<file path="src/assert_macros.svh">
// Assertion shorthands shared by the RTL. Every macro samples on the rising
// edge of clk and is switched off while rst is high.
`ifndef ASSERT_MACROS_SVH
`define ASSERT_MACROS_SVH

// A condition that must hold at every clock edge.
`define ASSERT_ALWAYS(label, expr, msg) \
  label: assert property (@(posedge clk) disable iff (rst) (expr)) else $error(msg);

// A consequence that must hold in the same cycle as its cause.
`define ASSERT_IMPLIES(label, ante, cons, msg) \
  label: assert property (@(posedge clk) disable iff (rst) (ante) |-> (cons)) else $error(msg);

// A consequence that must hold in the cycle after its cause.
`define ASSERT_NEXT(label, ante, cons, msg) \
  label: assert property (@(posedge clk) disable iff (rst) (ante) |=> (cons)) else $error(msg);

`endif

</file>
<file path="src/btm3_pkg.sv">
package btm3_pkg;

  // Configuration register widths
  localparam int TMPL_W     = 9;
  localparam int IMG_W_W    = 7;
  localparam int IMG_H_W    = 13;
  localparam int CFG_DATA_W = 13;
  localparam int CFG_IDX_W  = 2;

  typedef logic [CFG_IDX_W-1:0]  cfg_idx_t;
  typedef logic [CFG_DATA_W-1:0] cfg_data_t;
  typedef logic [TMPL_W-1:0]     tmpl_t;
  typedef logic [IMG_W_W-1:0]    img_width_t;
  typedef logic [IMG_H_W-1:0]    img_height_t;

  // Register indexes on the configuration port
  localparam cfg_idx_t REG_TEMPLATE = 2'd0;
  localparam cfg_idx_t REG_WIDTH    = 2'd1;
  localparam cfg_idx_t REG_HEIGHT   = 2'd2;

  // Register values after reset
  localparam tmpl_t       TMPL_RESET   = 9'd186;
  localparam img_width_t  WIDTH_RESET  = 7'd6;
  localparam img_height_t HEIGHT_RESET = 13'd8;

  // Line store entry: bit 0 is the pixel one row up, bit 1 the pixel two rows up.
  typedef logic [1:0] line_t;

  // Shift the 3x3 window one column left and insert the new column at
  // column 2. Bit r*3+c holds row r, column c; row 0 is the top row.
  function automatic tmpl_t shift_window(tmpl_t w, logic top, logic mid, logic bot);
    tmpl_t out;
    out    = '0;
    out[0] = w[1];
    out[1] = w[2];
    out[2] = top;
    out[3] = w[4];
    out[4] = w[5];
    out[5] = mid;
    out[6] = w[7];
    out[7] = w[8];
    out[8] = bot;
    return out;
  endfunction

endpackage

</file>
<file path="src/binary_template_match_3x3_top.sv">
// An accepted beat passes stage one and the result register before it reaches m_tdata.
// Throughput: one pixel per clock unless m_tready stalls; line store read in the first
// stage, window update and template compare in the second, with a line store bypass.
// Reset (rst, synchronous, active high) empties both stages, zeros the position counters
// and window, and loads the registers with template 186, width 6 and height 8.
// The line store is not cleared; only entries written in the current frame reach a result.
`include "assert_macros.svh"

module binary_template_match_3x3_top #(
  parameter int MAX_WIDTH  = 64,
  parameter int MAX_HEIGHT = 4096,
  localparam int COL_W       = $clog2(MAX_WIDTH),
  localparam int ROW_W       = $clog2(MAX_HEIGHT),
  localparam int OUT_FIELD_W = 2 + ROW_W + COL_W,
  localparam int OUT_DATA_W  = ((OUT_FIELD_W + 7) / 8) * 8
) (
  input  logic                     clk,
  input  logic                     rst,
  // Input pixel stream
  input  logic                     s_tvalid,
  output logic                     s_tready,
  input  logic [7:0]               s_tdata,   // [0] pixel, [7:1] zero fill
  input  logic                     s_tuser,   // [0] start_frame
  // Result stream
  output logic                     m_tvalid,
  input  logic                     m_tready,
  output logic [OUT_DATA_W-1:0]    m_tdata,   // window_full, center_match, center_row,
                                              // center_col, zero fill
  // Configuration write port
  input  logic                     cfg_wr_en,
  input  btm3_pkg::cfg_idx_t       cfg_addr,
  input  btm3_pkg::cfg_data_t      cfg_wdata
);

  import btm3_pkg::*;

  localparam int W_CMP_W = (COL_W + 1 > IMG_W_W) ? COL_W + 1 : IMG_W_W;
  localparam int H_CMP_W = (ROW_W + 1 > IMG_H_W) ? ROW_W + 1 : IMG_H_W;

  // Configuration registers
  tmpl_t       template_bits;
  img_width_t  image_width;
  img_height_t image_height;

  // Position of the next pixel
  logic [COL_W-1:0] col_count;
  logic [ROW_W-1:0] row_count;

  // First stage: pixel and position while the line store is read
  logic             s1_valid;
  logic             s1_pixel;
  logic [COL_W-1:0] s1_col;
  logic [ROW_W-1:0] s1_row;
  logic             s1_fwd;
  line_t            s1_fwd_data;

  // Window and result register
  tmpl_t            window;
  logic             out_full;
  logic             out_match;
  logic [ROW_W-1:0] out_row;
  logic [COL_W-1:0] out_col;

  logic             in_accept;
  logic             s1_advance;
  logic [COL_W-1:0] cur_col;
  logic [ROW_W-1:0] cur_row;
  logic [W_CMP_W-1:0] col_inc;
  logic [H_CMP_W-1:0] row_inc;
  logic             col_wrap;
  logic             row_wrap;
  line_t            ram_rdata;
  line_t            stored;
  line_t            line_wdata;
  tmpl_t            window_next;
  logic             full;
  logic             match;

  // Handshake: stage one moves on whenever the result register is free
  assign s1_advance = s1_valid && (!m_tvalid || m_tready);
  assign s_tready   = !s1_valid || s1_advance;
  assign in_accept  = s_tvalid && s_tready;

  // Configuration writes
  always_ff @(posedge clk) begin
    if (rst) begin
      template_bits <= TMPL_RESET;
      image_width   <= WIDTH_RESET;
      image_height  <= HEIGHT_RESET;
    end else if (cfg_wr_en) begin
      unique case (cfg_addr)
        REG_TEMPLATE: template_bits <= cfg_wdata[TMPL_W-1:0];
        REG_WIDTH:    image_width   <= cfg_wdata[IMG_W_W-1:0];
        REG_HEIGHT:   image_height  <= cfg_wdata[IMG_H_W-1:0];
        default:      ;
      endcase
    end
  end

  // Position of the incoming pixel and the wrap of both counters
  always_comb begin
    cur_col  = s_tuser ? '0 : col_count;
    cur_row  = s_tuser ? '0 : row_count;
    col_inc  = W_CMP_W'(cur_col) + W_CMP_W'(1);
    row_inc  = H_CMP_W'(cur_row) + H_CMP_W'(1);
    col_wrap = (col_inc >= W_CMP_W'(image_width)) || (col_inc >= W_CMP_W'(MAX_WIDTH));
    row_wrap = (row_inc >= H_CMP_W'(image_height)) || (row_inc >= H_CMP_W'(MAX_HEIGHT));
  end

  always_ff @(posedge clk) begin
    if (rst) begin
      col_count <= '0;
      row_count <= '0;
    end else if (in_accept) begin
      if (col_wrap) begin
        col_count <= '0;
        row_count <= row_wrap ? '0 : row_inc[ROW_W-1:0];
      end else begin
        col_count <= col_inc[COL_W-1:0];
        row_count <= cur_row;
      end
    end
  end

  // Line store: read when a pixel enters, written back when it leaves stage one
  btm3_ram #(
    .WIDTH ($bits(line_t)),
    .DEPTH (MAX_WIDTH)
  ) u_line_store (
    .clk     (clk),
    .wr_en   (s1_advance),
    .wr_addr (s1_col),
    .wr_data (line_wdata),
    .rd_en   (in_accept),
    .rd_addr (cur_col),
    .rd_data (ram_rdata)
  );

  // Stage one; the bypass catches a write to the column being read
  always_ff @(posedge clk) begin
    if (rst) begin
      s1_valid <= 1'b0;
    end else if (in_accept) begin
      s1_valid <= 1'b1;
    end else if (s1_advance) begin
      s1_valid <= 1'b0;
    end
  end

  always_ff @(posedge clk) begin
    if (in_accept) begin
      s1_pixel    <= s_tdata[0];
      s1_col      <= cur_col;
      s1_row      <= cur_row;
      s1_fwd      <= s1_advance && (s1_col == cur_col);
      s1_fwd_data <= line_wdata;
    end
  end

  // Window update and template compare
  always_comb begin
    stored      = s1_fwd ? s1_fwd_data : ram_rdata;
    line_wdata  = {stored[0], s1_pixel};
    window_next = shift_window(window, stored[1], stored[0], s1_pixel);
    full        = (s1_row >= ROW_W'(2)) && (s1_col >= COL_W'(2));
    match       = full && (window_next == template_bits);
  end

  always_ff @(posedge clk) begin
    if (rst) begin
      window <= '0;
    end else if (s1_advance) begin
      window <= window_next;
    end
  end

  // Result register
  always_ff @(posedge clk) begin
    if (rst) begin
      m_tvalid <= 1'b0;
    end else if (s1_advance) begin
      m_tvalid <= 1'b1;
    end else if (m_tready) begin
      m_tvalid <= 1'b0;
    end
  end

  always_ff @(posedge clk) begin
    if (s1_advance) begin
      out_full  <= full;
      out_match <= match;
      out_row   <= full ? s1_row - ROW_W'(1) : '0;
      out_col   <= full ? s1_col - COL_W'(1) : '0;
    end
  end

  assign m_tdata = OUT_DATA_W'({out_col, out_row, out_match, out_full});

  // Checks
  `ASSERT_IMPLIES(a_match_needs_full, m_tvalid && out_match, out_full, "match outside a full window")
  `ASSERT_IMPLIES(a_border_zero, m_tvalid && !out_full, out_row == '0 && out_col == '0, "border result has nonzero position")
  `ASSERT_ALWAYS(a_col_in_range, 32'(col_count) < MAX_WIDTH, "column counter past line store depth")
  `ASSERT_NEXT(a_accept_fills_s1, in_accept, s1_valid, "accepted pixel lost before stage one")

endmodule

</file>
<file path="src/btm3_ram.sv">
// Simple dual-port RAM: one write port, one read port with registered data.
module btm3_ram #(
  parameter int WIDTH = 2,
  parameter int DEPTH = 64
) (
  input  logic                     clk,
  input  logic                     wr_en,
  input  logic [$clog2(DEPTH)-1:0] wr_addr,
  input  logic [WIDTH-1:0]         wr_data,
  input  logic                     rd_en,
  input  logic [$clog2(DEPTH)-1:0] rd_addr,
  output logic [WIDTH-1:0]         rd_data
);

  logic [WIDTH-1:0] mem [DEPTH];

  // Write port
  always_ff @(posedge clk) begin
    if (wr_en) begin
      mem[wr_addr] <= wr_data;
    end
  end

  // Registered read port; returns the old contents on a same-address write
  always_ff @(posedge clk) begin
    if (rd_en) begin
      rd_data <= mem[rd_addr];
    end
  end

endmodule
</file>
<file path="config.mk">
export PLATFORM = sky130hd
export DESIGN_NAME = binary_template_match_3x3_top
export DESIGN_NICKNAME = d
export VERILOG_FILES = /design/src/btm3_pkg.sv /design/src/binary_template_match_3x3_top.sv /design/src/btm3_ram.sv
export VERILOG_INCLUDE_DIRS = /design/src /design/src/src
export SDC_FILE = /design/constraint.sdc
export NUM_CORES = 1
export LEC_CHECK = 0
export BUFFER_PORTS_ARGS = -buffer_cell sky130_fd_sc_hd__clkbuf_2
export CORE_MARGIN = 3
export CORE_UTILIZATION = 35
export DETAILED_ROUTE_END_ITERATION = 16
export PLACE_DENSITY = 0.52
export RECOVER_POWER = 100
export SYNTH_ARGS = -nofsm -noshare
export SYNTH_HDL_FRONTEND = slang
export SYNTH_SLANG_ARGS = --single-unit
</file>
<file path="constraint.sdc">
create_clock -name clk -period 3.8 [get_ports clk]
set_clock_uncertainty 0.2 [all_clocks]
set_input_delay 0.57 -clock clk [delete_from_list [all_inputs] [get_ports clk]]
set_output_delay 0.57 -clock clk [all_outputs]
set_load 0.02 [all_outputs]
</file>
== Word-level counts from Yosys, hierarchy flattened ==
Memory sizes are Yosys's and may differ from the RTL's. A register that Yosys moved wholly into a read port is not among the register bits.
Index checks and enable logic that the tools add are counted.
W data, S select, Z words.
Word-level totals
  RAM bits: 128
  memories kept: 1
  bits of input ports: 29
  output and inout port bits: 26
  flip-flop bits (word level): 100
Memory list
  u_line_store.mem: words 64, width 2, rd ports 1, clocked after Yosys merged registers in 1, wr ports 1, RTL line btm3_ram.sv:15  | logic [WIDTH-1:0] mem [DEPTH];
Cells by class
  multiplexer cells: 12
  magnitude comparators: 6
  $add $sub $neg: 4
  equality and inequality tests: 4
  reductions and logical operators: 17
Operators with widths (number)
  $mux W12: 3
  $add A12 B1 Y13 const B: 1
  $ge A13 B13 Y1: 1
  $ge A13 B13 Y1 const B: 1
  $ge A12 B2 Y1 const B: 1
  $mux W6: 2
  $sub A12 B1 Y12 const B: 1
  $eq A9 B9 Y1: 1
  $add A6 B1 Y7 const B: 1
  $ge A7 B7 Y1: 1
  $ge A7 B7 Y1 const B: 1
  $eq A6 B6 Y1: 1
  $ge A6 B2 Y1 const B: 1
  $mux W1: 6
  $reduce_and A2 Y1: 3
  $sub A6 B1 Y6 const B: 1
  $logic_and A1 B1 Y1: 5
  $logic_or A1 B1 Y1: 4
  $reduce_bool A2 Y1: 2
  $eq A2 B1 Y1 const B: 1
  $eq A2 B2 Y1 const B: 1
  $logic_not A1 Y1: 2
  $logic_not A2 Y1: 1
  $mux W2: 1

== Logic depth before layout (Yosys ltp) ==
Gate-level depths: netlist of the first run.
  depth after elaboration: 6
  mapped depth: 15
  gate-level depth less buffers: 12

== Cells and area by module ==
Synthesis of the first run repeated with hierarchy kept, for this count alone.
Second synthesis, totals
  cells, all modules: 838
  area, all modules: 10403.7 um^2
By module, submodules not included
  btm3_ram: area each 5417.7 um^2, sequential area each 3903.7 um^2, cells each 324, times used 1
  binary_template_match_3x3_top: area each 4986.0 um^2, sequential area each 2362.3 um^2, cells each 514, times used 1

== Worst setup path after synthesis of the first run ==
Ideal clock, no wire load.
  kind: input to register
  from: input s_tuser
  to: register row_count[0]
  setup time: 0.075 ns
  stages on the path: 14
  slack: 0.361 ns
  required time: 3.525 ns
  buffers on the path: 3
  arrival: 3.164 ns
  path through: buf_2 -> buf_2 -> buf_2 -> nor2b_1 -> ha_1 -> and3_1 -> and4_1 -> xor2_1 -> ha_1 -> a21oi_1 -> o21ai_0 -> o21ai_1 -> nand4_1 -> o21ai_0
On the way
  longest elaborated chain between the ends: 6
  elaborated cells between the ends (all ways): 12
Ends and longest elaborated chain
  start: declaration: RTL line binary_template_match_3x3_top.sv:23  | input logic s_tuser,
  $mux W12 *: RTL line binary_template_match_3x3_top.sv:103  | cur_row = s_tuser ? '0 : row_count;
  named net cur_row[1]: RTL line binary_template_match_3x3_top.sv:67  | logic [ROW_W-1:0] cur_row;
  $add A12 B1 Y13 *: RTL line binary_template_match_3x3_top.sv:105  | row_inc = H_CMP_W'(cur_row) + H_CMP_W'(1);
  $ge A13 B13 Y1: RTL line binary_template_match_3x3_top.sv:107  | row_wrap = (row_inc >= H_CMP_W'(image_height)) || (row_inc >= H_CMP_W'(MAX_HEIGHT));
  $logic_or A1 B1 Y1 *: RTL line binary_template_match_3x3_top.sv:107
  $mux W12 *: RTL line binary_template_match_3x3_top.sv:117  | row_count <= row_wrap ? '0 : row_inc[ROW_W-1:0];
  $mux W12 *: RTL line binary_template_match_3x3_top.sv:115  | if (col_wrap) begin
  end signal: assignment: RTL line binary_template_match_3x3_top.sv:117
  end signal: assignment: RTL line binary_template_match_3x3_top.sv:120  | row_count <= cur_row;
  end: declaration: RTL line binary_template_match_3x3_top.sv:47  | logic [ROW_W-1:0] row_count;
Mark *: on every way through the listed nets, which the timed path passes. The rest lies on a longest branch.
A chain may end at the register's enable or synchronous reset.

== Worst setup path in the final report of the first run ==
  from: register col_count[1]
  to: register row_count[4]
On the way
  longest elaborated chain between the ends: 5
  elaborated cells between the ends (all ways): 6
Ends and longest elaborated chain
  start: declaration: RTL line binary_template_match_3x3_top.sv:46  | logic [COL_W-1:0] col_count;
  start signal: assignment: RTL line binary_template_match_3x3_top.sv:119  | col_count <= col_inc[COL_W-1:0];
  $mux W6 *: RTL line binary_template_match_3x3_top.sv:102  | cur_col = s_tuser ? '0 : col_count;
  named net cur_col[1]: RTL line binary_template_match_3x3_top.sv:66  | logic [COL_W-1:0] cur_col;
  $add A6 B1 Y7 *: RTL line binary_template_match_3x3_top.sv:104  | col_inc = W_CMP_W'(cur_col) + W_CMP_W'(1);
  $ge A7 B7 Y1: RTL line binary_template_match_3x3_top.sv:106  | col_wrap = (col_inc >= W_CMP_W'(image_width)) || (col_inc >= W_CMP_W'(MAX_WIDTH));
  $logic_or A1 B1 Y1 *: RTL line binary_template_match_3x3_top.sv:106
  $mux W12 *: RTL line binary_template_match_3x3_top.sv:115
Marked as above.

==> summary.md, run 1 <==
| Metric | Value |
|---|---|
| Run status | `finished, violations left` |
| Failing checks | `capacitance limit, slew limit` |
| Via count | `about 6,900` |
| Post-CTS Resized | `0` |
| FMAX | `295.9 MHz` |
| Dpl cells | `between 1,000 and 1,500` |
| Slew Limit Fails | `48` |
| Crit path capture type | `register` |
| Clock Tree Buf Depth | `3` |
| Sequential area share after synthesis | `approximately 60%` |
| Tcrit/Tclk final | `around 89%` |
| Final hold violation count | `0` |
| ANT cells | `0` |
| Synthesized flop and latch total | `227` |
| Final non-filler cell total | `1,363` |
| Max cap viols | `1` |
| DRT iter0 DRCs | `between 400 and 500` |
| RSZ-0062 raised after global routing | `no` |
| Max transition margin | `-8.790%` |
| Maximum VDD drop | `between 0.2 and 0.3 mV` |
| Total GRT Usage | `15.91%` |
| Die width | `between 150 and 200 µm` |
| PortBufs | `between 40 and 50` |
| GRT overflow | `0` |
| Synth warn | `0` |
| P&R area growth vs syn | `14.55%` |
| Cell row count | `62` |
| Min Tclk post-route | `around 3.4 ns` |
| Min-Delay Path Class | `in2reg` |
| Largest stage delay, worst path | `approximately 0.48 ns` |
| Avg Cell Area, Syn | `between 10 and 15 µm²` |
| Most common cell after layout, fill and taps aside | `edfxtp_1` |
| H-tree levels | `1` |
| DIE AREA | `approximately 0.032 mm²` |
| Initial core utilization | `around 36%` |
| Worst slew pin tran | `between 1.5 and 2 ns` |
| Vias in the first global route | `6,917` |
| Hold buffers post-CTS | `1` |
| CORE AREA | `between 0.02 and 0.03 mm²` |
| Cts bufs inserted | `26` |
| Crit Path Max Fanout | `9` |
| I/O Pins | `55` |
| Startpoint type of the worst setup path | `register` |
| Pleak | `around 0.004 µW` |
| DRC errors left | `0` |
| CP max-delay cell | `dfxtp_1` |
| WS Path Type | `reg2reg` |
| Cells along the critical path | `nand2b_1 > inv_1 > ha_1 > nand3_1 > xnor2_1 > ha_1 > a211o_1 > a21oi_1 > o31ai_1 > nor2_1 > clkbuf_1 > a21oi_1 > a211oi_1` |
| Routed WL | `25,100 µm` |
| Hold Worst Slack | `between 0.06 and 0.07 ns` |
| Post-CTS Setup Bufs | `0` |
| Worst-Skew Late Latency | `0.54 ns` |
| Final ANT Viol Nets | `0` |
| Netlist cell types | `between 60 and 70` |
| Final setup violation count | `0` |
| Share of cells above drive strength 1 | `about 9.7%` |
| Commonest cells after routing, fill and taps aside | `172 x edfxtp_1, 135 x nor2_1, 72 x nand2_1, 54 x dfxtp_1, 49 x a21oi_1` |
| Final #Nets | `1,015` |
| Placer Congestion | `roughly 0.77` |
| HPWL after detailed placement | `16,730 µm` |
| Total Neg Setup Slack | `0 ns` |
| Worst-path clk slew | `0.06 ns` |
| Via/cell ratio | `5.049` |
| Post-Synthesis Cells | `904` |
| First-pass GRT wire length | `about 39,000 µm` |
| Asr flop ratio synth | `0%` |
| DRT Pass-1 Iters | `5` |
| Netlist Area Pre-Place | `about 0.010 mm²` |
| Pin count of the biggest net entering global routing | `67` |
| Clk root buf | `clkbuf_16` |
| Pwr/cell area | `484.9 mW/mm²` |
| Ys flop type | `edfxtp_1` |
| CP required | `4.02 ns` |
| Die Y | `~180 µm` |
| Final design utilization | `41.22%` |
| Worst Path Arrival | `3.60 ns` |
| EDFF count, synth | `about 170` |
| Initial antenna violation count | `0` |
| CTS tree | `done` |
| CTS sink count | `227` |
| WL per Instance | `18.42 µm` |
==> registers in the layout, indices dropped and copies added (netlist names), 2 cells and up <==
register,count
row_count,12
u_line_store.mem,128
out_col,6
s1_col,6
u_line_store.rd_data,2
out_row,12
template_bits,9
s1_row,12
image_height,13
col_count,6
s1_fwd_data,2
window,6
image_width,7
==> area by class of cell <==
class | count | area [µm²]
clock inverters | 19 | 254.0
repair buffers | 79 | 375.4
fillers | 2873 | 17060
clock buffers | 28 | 658.1
multi-input cells | 591 | 3791
well taps | 384 | 480.5
flip-flops and latches | 227 | 6267
inverters | 35 | 131.4
==> cells by family after synthesis <==
| kind of cell | synth area share [%] |
|---|---|
| buffers and inverters | 3.740 |
| multiplexers | 6.544 |
| flip-flops | 60.03 |
| adder cells (fa/ha/maj) | 3.116 |
| other | 0.03592 |
| AO/OA/AOI/OAI | 7.875 |
| AND/OR/NAND/NOR | 15.14 |
| XOR/XNOR | 3.524 |
==> per-layer routing <==
| layer | global-route usage (%) | vias to the layer above | routed length [µm] |
|---|---|---|---|
| met2 | 25.95 | 133 | 11980 |
| li1 | - | 3372 | - |
| met4 | 3.994 | 0 | 418 |
| met3 | 2.817 | 29 | 1074 |
| met1 | 22.05 | 3348 | 11630 |
| met5 | 0 | - | 0 |
==> metrics by stage <==
stage          total power [µW]  cell area (µm²)  setup slack (ns)
2_1_floorplan              3070            10450            0.3608
3_3_place_gp               3203            11160            0.2017
3_5_place_dp               3205            11160            0.1693
4_1_cts                    5868            12080            0.5148
5_1_grt                    6016            11960            0.1774
6_report                   5798            11960            0.4204
==> critical path: cells and delay by family, from the launching register on <==
kind / cells / cell delay, ns
XOR/XNOR: 1 / 0.21
AND/OR/NAND/NOR: 3 / 0.38
flip-flops: 1 / 0.48
adder cells (fa/ha/maj): 2 / 0.48
buffers and inverters: 2 / 0.53
AO/OA/AOI/OAI: 5 / 0.99
==> worst paths after layout <==
path / startpoint / to / slack [ns] / cells after the start
worst max register to register: col_count[1]$_SDFFE_PP0P_ / row_count[4]$_SDFFE_PP0P_ / 0.42 / 13
worst min-delay path: cfg_wdata[9] / image_height[9]$_SDFFE_PP0P_ / 0.07 / 3
worst min register to register: image_height[11]$_SDFFE_PP0P_ / image_height[11]$_SDFFE_PP0P_ / 0.25 / 2
worst max-delay path: col_count[1]$_SDFFE_PP0P_ / row_count[4]$_SDFFE_PP0P_ / 0.42 / 13
==> where the power goes <==
part           leakage, µW  internal, µW  total [µW]  switching, µW
registers          0.00203          2740        2780           40.9
clock network     0.000450          1660        2660           1000
logic              0.00159           120         363            243
total              0.00407          4510        5800           1280
==> cells in the mapped netlist, types with 7 or more instances <==
| cell type | number | area share (%) |
|---|---|---|
| a211oi_1 | 11 | 0.79 |
| a21oi_1 | 49 | 2.3 |
| buf_2 | 12 | 0.58 |
| buf_4 | 7 | 0.50 |
| clkbuf_1 | 29 | 1.0 |
| dfxtp_1 | 55 | 11 |
| edfxtp_1 | 172 | 49 |
| ha_1 | 26 | 3.1 |
| inv_1 | 35 | 1.3 |
| mux2i_1 | 36 | 3.5 |
| mux4_2 | 10 | 2.2 |
| nand2_1 | 72 | 2.6 |
| nand2b_1 | 12 | 0.72 |
| nand3_1 | 19 | 0.91 |
| nand3b_1 | 7 | 0.50 |
| nand4_1 | 11 | 0.66 |
| nor2_1 | 135 | 4.9 |
| nor2b_1 | 18 | 1.1 |
| nor3_1 | 13 | 0.62 |
| o21ai_0 | 30 | 1.4 |
| o22ai_1 | 14 | 0.84 |
| xnor2_1 | 23 | 1.9 |
| xor2_1 | 19 | 1.6 |
Power figures use the tool's default switching activity.
==> run 2, diff against run 1 <==
--- a/config.mk
+++ b/config.mk
@@ -10,7 +10,7 @@
 export CORE_MARGIN = 3
 export CORE_UTILIZATION = 35
 export DETAILED_ROUTE_END_ITERATION = 16
-export PLACE_DENSITY = 0.52
+export PLACE_DENSITY_LB_ADDON = 0.25
 export RECOVER_POWER = 100
 export SYNTH_ARGS = -nofsm -noshare
 export SYNTH_HDL_FRONTEND = slang
==> constraint.sdc (replaced) <==
create_clock -name clk -period 3.8 [get_ports clk]
set_clock_uncertainty 0.2 [all_clocks]
set_input_delay 0.57 -clock clk [delete_from_list [all_inputs] [get_ports clk]]
set_output_delay 0.57 -clock clk [all_outputs]
set_load 0.01 [all_outputs]
==> summary.md, run 2 (same netlist as run 1, synthesis figures left out) <==
| Metric | Value |
|---|---|
| Maximum VDD drop | `0.2862 mV (was 0.2711 mV)` |
| Pleak | `0.004023 µW (was 0.004073 µW)` |
| Most common cell after layout, fill and taps aside | `edfxtp_1 (unchanged)` |
| Final setup violation count | `0 (unchanged)` |
| Placer Congestion | `0.8102 (was 0.7738)` |
| Total GRT Usage | `15.66% (was 15.91%)` |
| Vias in the first global route | `6,921 (was 6,917)` |
| Pint | `4230 µW (was 4514 µW)` |
| CTS sink count | `227 (unchanged)` |
| Commonest cells after routing, fill and taps aside | `172 x edfxtp_1, 135 x nor2_1, 72 x nand2_1, 54 x dfxtp_1, 50 x clkbuf_1 (was 172 x edfxtp_1, 135 x nor2_1, 72 x nand2_1, 54 x dfxtp_1, 49 x a21oi_1)` |
| RSZ-0062 raised after global routing | `no (unchanged)` |
| Hold Worst Slack | `0.04686 ns (was 0.06591 ns)` |
| CP required | `4.04 ns (was 4.02 ns)` |
| CORE AREA | `0.02901 mm² (unchanged)` |
| Max cap viols | `0 (was 1)` |
| Max transition margin | `6.267% (was -8.790%)` |
| Slew Limit Fails | `0 (was 48)` |
| H-tree levels | `1 (unchanged)` |
| PortBufs | `43 (unchanged)` |
| WL per Instance | `17.91 µm (was 18.42 µm)` |
| Die Y | `178.7 µm (unchanged)` |
| Run status | `finished clean (was finished, violations left)` |
| Final hold violation count | `0 (unchanged)` |
| DRC errors left | `0 (unchanged)` |
| Clk root buf | `clkbuf_16 (unchanged)` |
| CP most frequent cell | `ha_1` |
| Pwr/cell area | `463.1 mW/mm² (was 484.9 mW/mm²)` |
| First-pass GRT wire length | `38,840 µm (was 39,290 µm)` |
| Post-CTS Resized | `0 (unchanged)` |
| GRT overflow | `0 (unchanged)` |
| Largest stage delay, worst path | `0.66 ns (was 0.48 ns)` |
| Tcrit/Tclk final | `87.61% (was 88.94%)` |
| Cell row count | `62 (unchanged)` |
| Max FFs per register | `128 (unchanged)` |
| Final #Nets | `1,013 (was 1,015)` |
| Switching power total | `1260 µW (was 1284 µW)` |
| P&R area growth vs syn | `13.56% (was 14.55%)` |
| Post-DP Area | `0.01115 mm² (was 0.01116 mm²)` |
| Initial antenna violation count | `0 (unchanged)` |
| Startpoint type of the worst setup path | `input port (was register)` |
| Worst Path Arrival | `3.56 ns (was 3.60 ns)` |
| Worst-path clk slew | `0.06 ns (about the same)` |
| Total Neg Setup Slack | `0 ns (unchanged)` |
| Initial core utilization | `35.98% (unchanged)` |
| Cts bufs inserted | `26 (unchanged)` |
| Via/cell ratio | `5.069 (was 5.049)` |
| Sw Ratio | `22.96% (was 22.14%)` |
| Met1 Use GR | `21.67% (was 22.05%)` |
| FMAX | `300.4 MHz (was 295.9 MHz)` |
| Min-Delay Path Class | `in2reg (unchanged)` |
| Via count | `6,904 (was 6,882)` |
| Crit Path Max Fanout | `8 (was 9)` |
| I/O Pins | `55 (unchanged)` |
| Clock Tree Buf Depth | `3 (unchanged)` |
| CTS tree | `done (unchanged)` |
| Largest register by flop count | `u_line_store.mem (unchanged)` |
| Min Tclk post-route | `3.329 ns (was 3.380 ns)` |
| Sequential share of power | `50.5% (was 47.9%)` |
| Final ANT Viol Nets | `0 (unchanged)` |
| Die width | `178.7 µm (unchanged)` |
| Final design utilization | `40.86% (was 41.22%)` |
| HPWL after detailed placement | `16,380 µm (was 16,730 µm)` |
| Regs by FF count | `u_line_store.mem (128), image_height (13) (unchanged)` |
| Grt peak-use layer | `met2 (unchanged)` |
| Share of cells above drive strength 1 | `9.816% (was 9.704%)` |
| DRT Pass-1 Iters | `5 (unchanged)` |
| Cells along the critical path | `clkbuf_1 > nand2b_1 > inv_1 > ha_1 > nand3_1 > xnor2_1 > ha_1 > nand4_1 > o31ai_1 > o21ai_0 > nand4b_1 > a211oi_1 (was nand2b_1 > inv_1 > ha_1 > nand3_1 > xnor2_1 > ha_1 > a211o_1 > a21oi_1 > o31ai_1 > nor2_1 > clkbuf_1 > a21oi_1 > a211oi_1)` |
| DIE AREA | `0.03193 mm² (unchanged)` |
| Met3 usage | `2.435% (was 2.817%)` |
| Worst-Skew Late Latency | `0.54 ns (about the same)` |
| Clock Power Share | `43.0% (was 45.8%)` |
| Post-CTS Setup Bufs | `0 (unchanged)` |
| Routed WL | `24,390 µm (was 25,100 µm)` |
| ANT cells | `0 (unchanged)` |
| Grt met2 use | `26.02% (was 25.95%)` |
| Combinational Power Share | `6.5% (was 6.3%)` |
| Crit path capture type | `register (unchanged)` |
| Hold buffers post-CTS | `0 (was 1)` |
| Worst slew pin tran | `1.406 ns (was 1.632 ns)` |
| CP max-delay cell | `o31ai_1 (was dfxtp_1)` |
| Post-route cell area | `0.01185 mm² (was 0.01196 mm²)` |
| WS Path Type | `in2reg (was reg2reg)` |
| Pin count of the biggest net entering global routing | `67 (unchanged)` |
| DRT iter0 DRCs | `639 (was 437)` |
[run 2: path summary, 6_finish.rpt]
path                                              startpoint                           end  slack [ns]  cells past startpoint
worst max-delay path                                 s_tuser     row_count[8]$_SDFFE_PP0P_        0.47                     12
worst min register to register  image_height[4]$_SDFFE_PP0P_  image_height[4]$_SDFFE_PP0P_        0.25                      2
worst min-delay path                              s_tdata[0]            s1_pixel$_DFFE_PP_        0.05                      1
worst max register to register     col_count[0]$_SDFFE_PP0P_     row_count[8]$_SDFFE_PP0P_        0.55                     11
[run 2: layer usage]
| layer | wire length, µm | share of wire (%) |
|---|---|---|
| met1 | 11220 | 46 |
| met2 | 11550 | 47 |
| met3 | 1229 | 5.0 |
| met4 | 388 | 1.6 |
| met5 | 0 | 0 |
[run 2: area by class of cell]
type | count | area [µm²]
Multi-Input combinational cell | 591 | 3791
Fill cell | 2826 | 17160
Timing Repair Buffer | 77 | 371.6
Tap cell | 384 | 480.5
Inverter | 35 | 131.4
Sequential cell | 227 | 6267
Clock buffer | 35 | 704.4
Clock inverter | 13 | 107.6
[run 2: power by group through the flow]
stage / clock network [µW] / registers, µW / logic (µW)
floorplan: 0 / 2820 / 237
global placement: 0 / 2820 / 367
detailed placement: 0 / 2820 / 370
CTS: 2410 / 2770 / 372
global route: 2520 / 2780 / 403
finish: 2360 / 2770 / 355
[run 2: stage by stage]
| step | instances | power (µW) | setup slack [ns] |
|---|---|---|---|
| finish | 1362 | 5490 | 0.4710 |
| floorplan | 907 | 3059 | 0.3608 |
| CTS | 1362 | 5556 | 0.5929 |
| global route | 1362 | 5707 | 0.2396 |
| global placement | 1314 | 3192 | 0.1784 |
| detailed placement | 1314 | 3194 | 0.09242 |
[run 2: worst max-delay path, delay by kind of cell]
family / cells / cell delay (ns)
buffers and inverters: 2 / 0.48
adder cells (fa/ha/maj): 2 / 0.54
AND/OR/NAND/NOR: 4 / 0.66
AO/OA/AOI/OAI: 3 / 1.21
XOR/XNOR: 1 / 0.10
==> run 3, diff against run 2 <==
--- a/config.mk
+++ b/config.mk
@@ -10,7 +10,7 @@
 export CORE_MARGIN = 3
 export CORE_UTILIZATION = 35
 export DETAILED_ROUTE_END_ITERATION = 16
-export PLACE_DENSITY_LB_ADDON = 0.25
+export PLACE_DENSITY = 0.49
 export RECOVER_POWER = 100
 export SYNTH_ARGS = -nofsm -noshare
 export SYNTH_HDL_FRONTEND = slang
==> summary.md, run 3 (same netlist as run 1, synthesis figures left out) <==
| Metric | Value |
|---|---|
| I/O Pins | `55 (unchanged)` |
| Via count | `6,821 (was 6,904)` |
| Share of cells above drive strength 1 | `10.12% (was 9.816%)` |
| Wl on met1 | `12,660 µm (was 11,220 µm)` |
| Max cap viols | `0 (unchanged)` |
| Largest stage delay, worst path | `0.55 ns (was 0.66 ns)` |
| WL per Instance | `18.28 µm (was 17.91 µm)` |
| HPWL after detailed placement | `16,920 µm (was 16,380 µm)` |
| DRC errors left | `0 (unchanged)` |
| Pin count of the biggest net entering global routing | `67 (unchanged)` |
| Number of fill cells | `2,877 (was 2,826)` |
| Max FFs per register | `128 (unchanged)` |
| Cell row count | `62 (unchanged)` |
| Worst-Skew Late Latency | `0.52 ns (was 0.54 ns)` |
| Initial antenna violation count | `0 (unchanged)` |
| Met3 WL | `1143 µm (was 1229 µm)` |
| Clk root buf | `clkbuf_16 (unchanged)` |
| Crit path capture type | `register (unchanged)` |
| DIE AREA | `0.03193 mm² (unchanged)` |
| Startpoint type of the worst setup path | `register (was input port)` |
| FMAX | `288.6 MHz (was 300.4 MHz)` |
| Max layer used | `met4 (unchanged)` |
| Area of the multi-input gates | `0.003801 mm² (was 0.003791 mm²)` |
| WS Path Type | `reg2reg (was in2reg)` |
| Final hold violation count | `0 (unchanged)` |
| First-pass GRT wire length | `38,560 µm (was 38,840 µm)` |
| Reg area | `0.006267 mm² (unchanged)` |
| Worst-path clk slew | `0.06 ns (about the same)` |
| Combinational Power Share | `6.5% (about the same)` |
| Commonest cells after routing, fill and taps aside | `172 x edfxtp_1, 135 x nor2_1, 72 x nand2_1, 54 x dfxtp_1, 51 x clkbuf_1 (was 172 x edfxtp_1, 135 x nor2_1, 72 x nand2_1, 54 x dfxtp_1, 50 x clkbuf_1)` |
| PortBufs | `43 (unchanged)` |
| Post-CTS Setup Bufs | `0 (unchanged)` |
| Min Tclk post-route | `3.465 ns (was 3.329 ns)` |
| Sw Ratio | `22.45% (was 22.96%)` |
| Met2 WL | `10,770 µm (was 11,550 µm)` |
| Slew Limit Fails | `0 (unchanged)` |
| Total GRT Usage | `15.65% (was 15.66%)` |
| Cts bufs inserted | `26 (unchanged)` |
| Hold Worst Slack | `0.06134 ns (was 0.04686 ns)` |
| Crit Path Max Fanout | `8 (unchanged)` |
| Min-Delay Path Class | `in2reg (unchanged)` |
| Most common cell after layout, fill and taps aside | `edfxtp_1 (unchanged)` |
| Switching power total | `1239 µW (was 1260 µW)` |
| Pint | `4281 µW (was 4230 µW)` |
| Total Neg Setup Slack | `0 ns (unchanged)` |
| Tcrit/Tclk final | `91.17% (was 87.61%)` |
| Die width | `178.7 µm (unchanged)` |
| Sequential share of power | `50.3% (was 50.5%)` |
| Worst slew pin tran | `1.308 ns (was 1.406 ns)` |
| RSZ-0062 raised after global routing | `no (unchanged)` |
| Final setup violation count | `0 (unchanged)` |
| Final WS setup | `0.3355 ns (was 0.4710 ns)` |
| Run status | `finished clean (unchanged)` |
| Placer Congestion | `0.7919 (was 0.8102)` |
| Via/cell ratio | `5.008 (was 5.069)` |
| Clock Tree Buf Depth | `3 (unchanged)` |
| CTS tree | `done (unchanged)` |
| Die Y | `178.7 µm (unchanged)` |
| Clock Power Share | `43.3% (was 43.0%)` |
| Regs by FF count | `u_line_store.mem (128), image_height (13) (unchanged)` |
| CP required | `4.02 ns (was 4.04 ns)` |
| ANT cells | `0 (unchanged)` |
| Max transition margin | `12.78% (was 6.267%)` |
| H-tree levels | `1 (unchanged)` |
| Final ANT Viol Nets | `0 (unchanged)` |
| Pleak | `0.004046 µW (was 0.004023 µW)` |
| Post-CTS Resized | `0 (unchanged)` |
| Hold buffers post-CTS | `0 (unchanged)` |
| P&R area growth vs syn | `13.81% (was 13.56%)` |
| Worst Path Arrival | `3.69 ns (was 3.56 ns)` |
| Final #Nets | `1,013 (unchanged)` |
| DRT Pass-1 Iters | `5 (unchanged)` |
| Vias in the first global route | `6,665 (was 6,921)` |
| Maximum VDD drop | `0.2541 mV (was 0.2862 mV)` |
| Largest register by flop count | `u_line_store.mem (unchanged)` |
| CTS sink count | `227 (unchanged)` |
| Pwr/cell area | `464.7 mW/mm² (was 463.1 mW/mm²)` |
| Post-Place Worst Slack | `-0.03655 ns (was 0.09242 ns)` |
| CP max-delay cell | `dfxtp_1 (was o31ai_1)` |
| CORE AREA | `0.02901 mm² (unchanged)` |
| DRT iter0 DRCs | `581 (was 639)` |
| Initial core utilization | `35.98% (unchanged)` |
| GRT overflow | `0 (unchanged)` |
| Routed WL | `24,900 µm (was 24,390 µm)` |
| Cells along the critical path | `nand2b_1 > inv_1 > ha_1 > nand3_1 > xnor2_1 > ha_1 > a211o_1 > a21oi_1 > o31ai_2 > nor2_1 > clkbuf_1 > a21oi_1 > a211oi_1 (was clkbuf_1 > nand2b_1 > inv_1 > ha_1 > nand3_1 > xnor2_1 > ha_1 > nand4_1 > o31ai_1 > o21ai_0 > nand4b_1 > a211oi_1)` |
run 3: cell types whose count changed in the layout (fill, tap and decap cells not counted), moves of 2 or more:
cell / before / now
clkinvlp_4: 2 / 0
clkinv_2: 6 / 11
buf_4: 16 / 10
clkbuf_16: 26 / 29
clkbuf_2: 18 / 21
clkinv_1: 2 / 0
run 3: per-stage QoR:
stage,cells,utilization [%],area [µm²],total power (µW)
6_report,1362,40.95,11880,5521
5_1_grt,1362,40.95,11880,5750
4_1_cts,1362,41.37,12000,5592
3_5_place_dp,1314,38.49,11170,3198
3_3_place_gp,1314,38.49,11170,3196
2_1_floorplan,907,-,10450,3059
run 3: routing by layer:
metal	up-vias	GRT usage [%]
met1	3283	24.11
met2	135	23.45
met3	30	2.330
met4	0	3.117
met5	-	0
li1	3373	-
run 3: cell type report:
class / instances / area share [%]
Timing Repair Buffer: 77 / 3.086
Clock buffer: 37 / 6.551
Tap cell: 384 / 4.044
Sequential cell: 227 / 52.75
Inverter: 35 / 1.106
Clock inverter: 11 / 0.4634
Multi-Input combinational cell: 591 / 32.00
run 3: path summary, 6_finish.rpt:
path	startpoint	to	slack, ns	cells after the start
setup reg to reg	col_count[1]$_SDFFE_PP0P_	row_count[5]$_SDFFE_PP0P_	0.34	13
hold reg to reg	image_height[12]$_SDFFE_PP0P_	image_height[12]$_SDFFE_PP0P_	0.26	2
setup / recovery	col_count[1]$_SDFFE_PP0P_	row_count[5]$_SDFFE_PP0P_	0.34	13
hold / removal	cfg_wdata[10]	image_height[10]$_SDFFE_PP0P_	0.06	3
run 3: power by group through the flow:
stage	Combinational [µW]	Sequential, µW	Clock, µW
3_5_place_dp	372	2830	0
6_report	357	2780	2390
3_3_place_gp	371	2820	0
2_1_floorplan	237	2820	0
5_1_grt	403	2780	2570
4_1_cts	374	2770	2450
run 3: worst max-delay path: cells and delay by family, from the launching register on:
| family | cells | cell delay [ns] |
|---|---|---|
| simple gates | 3 | 0.38 |
| xor+xnor | 1 | 0.26 |
| buf+inv | 2 | 0.45 |
| fa+ha+maj | 2 | 0.51 |
| compound gates | 5 | 1.00 |
| flops | 1 | 0.55 |
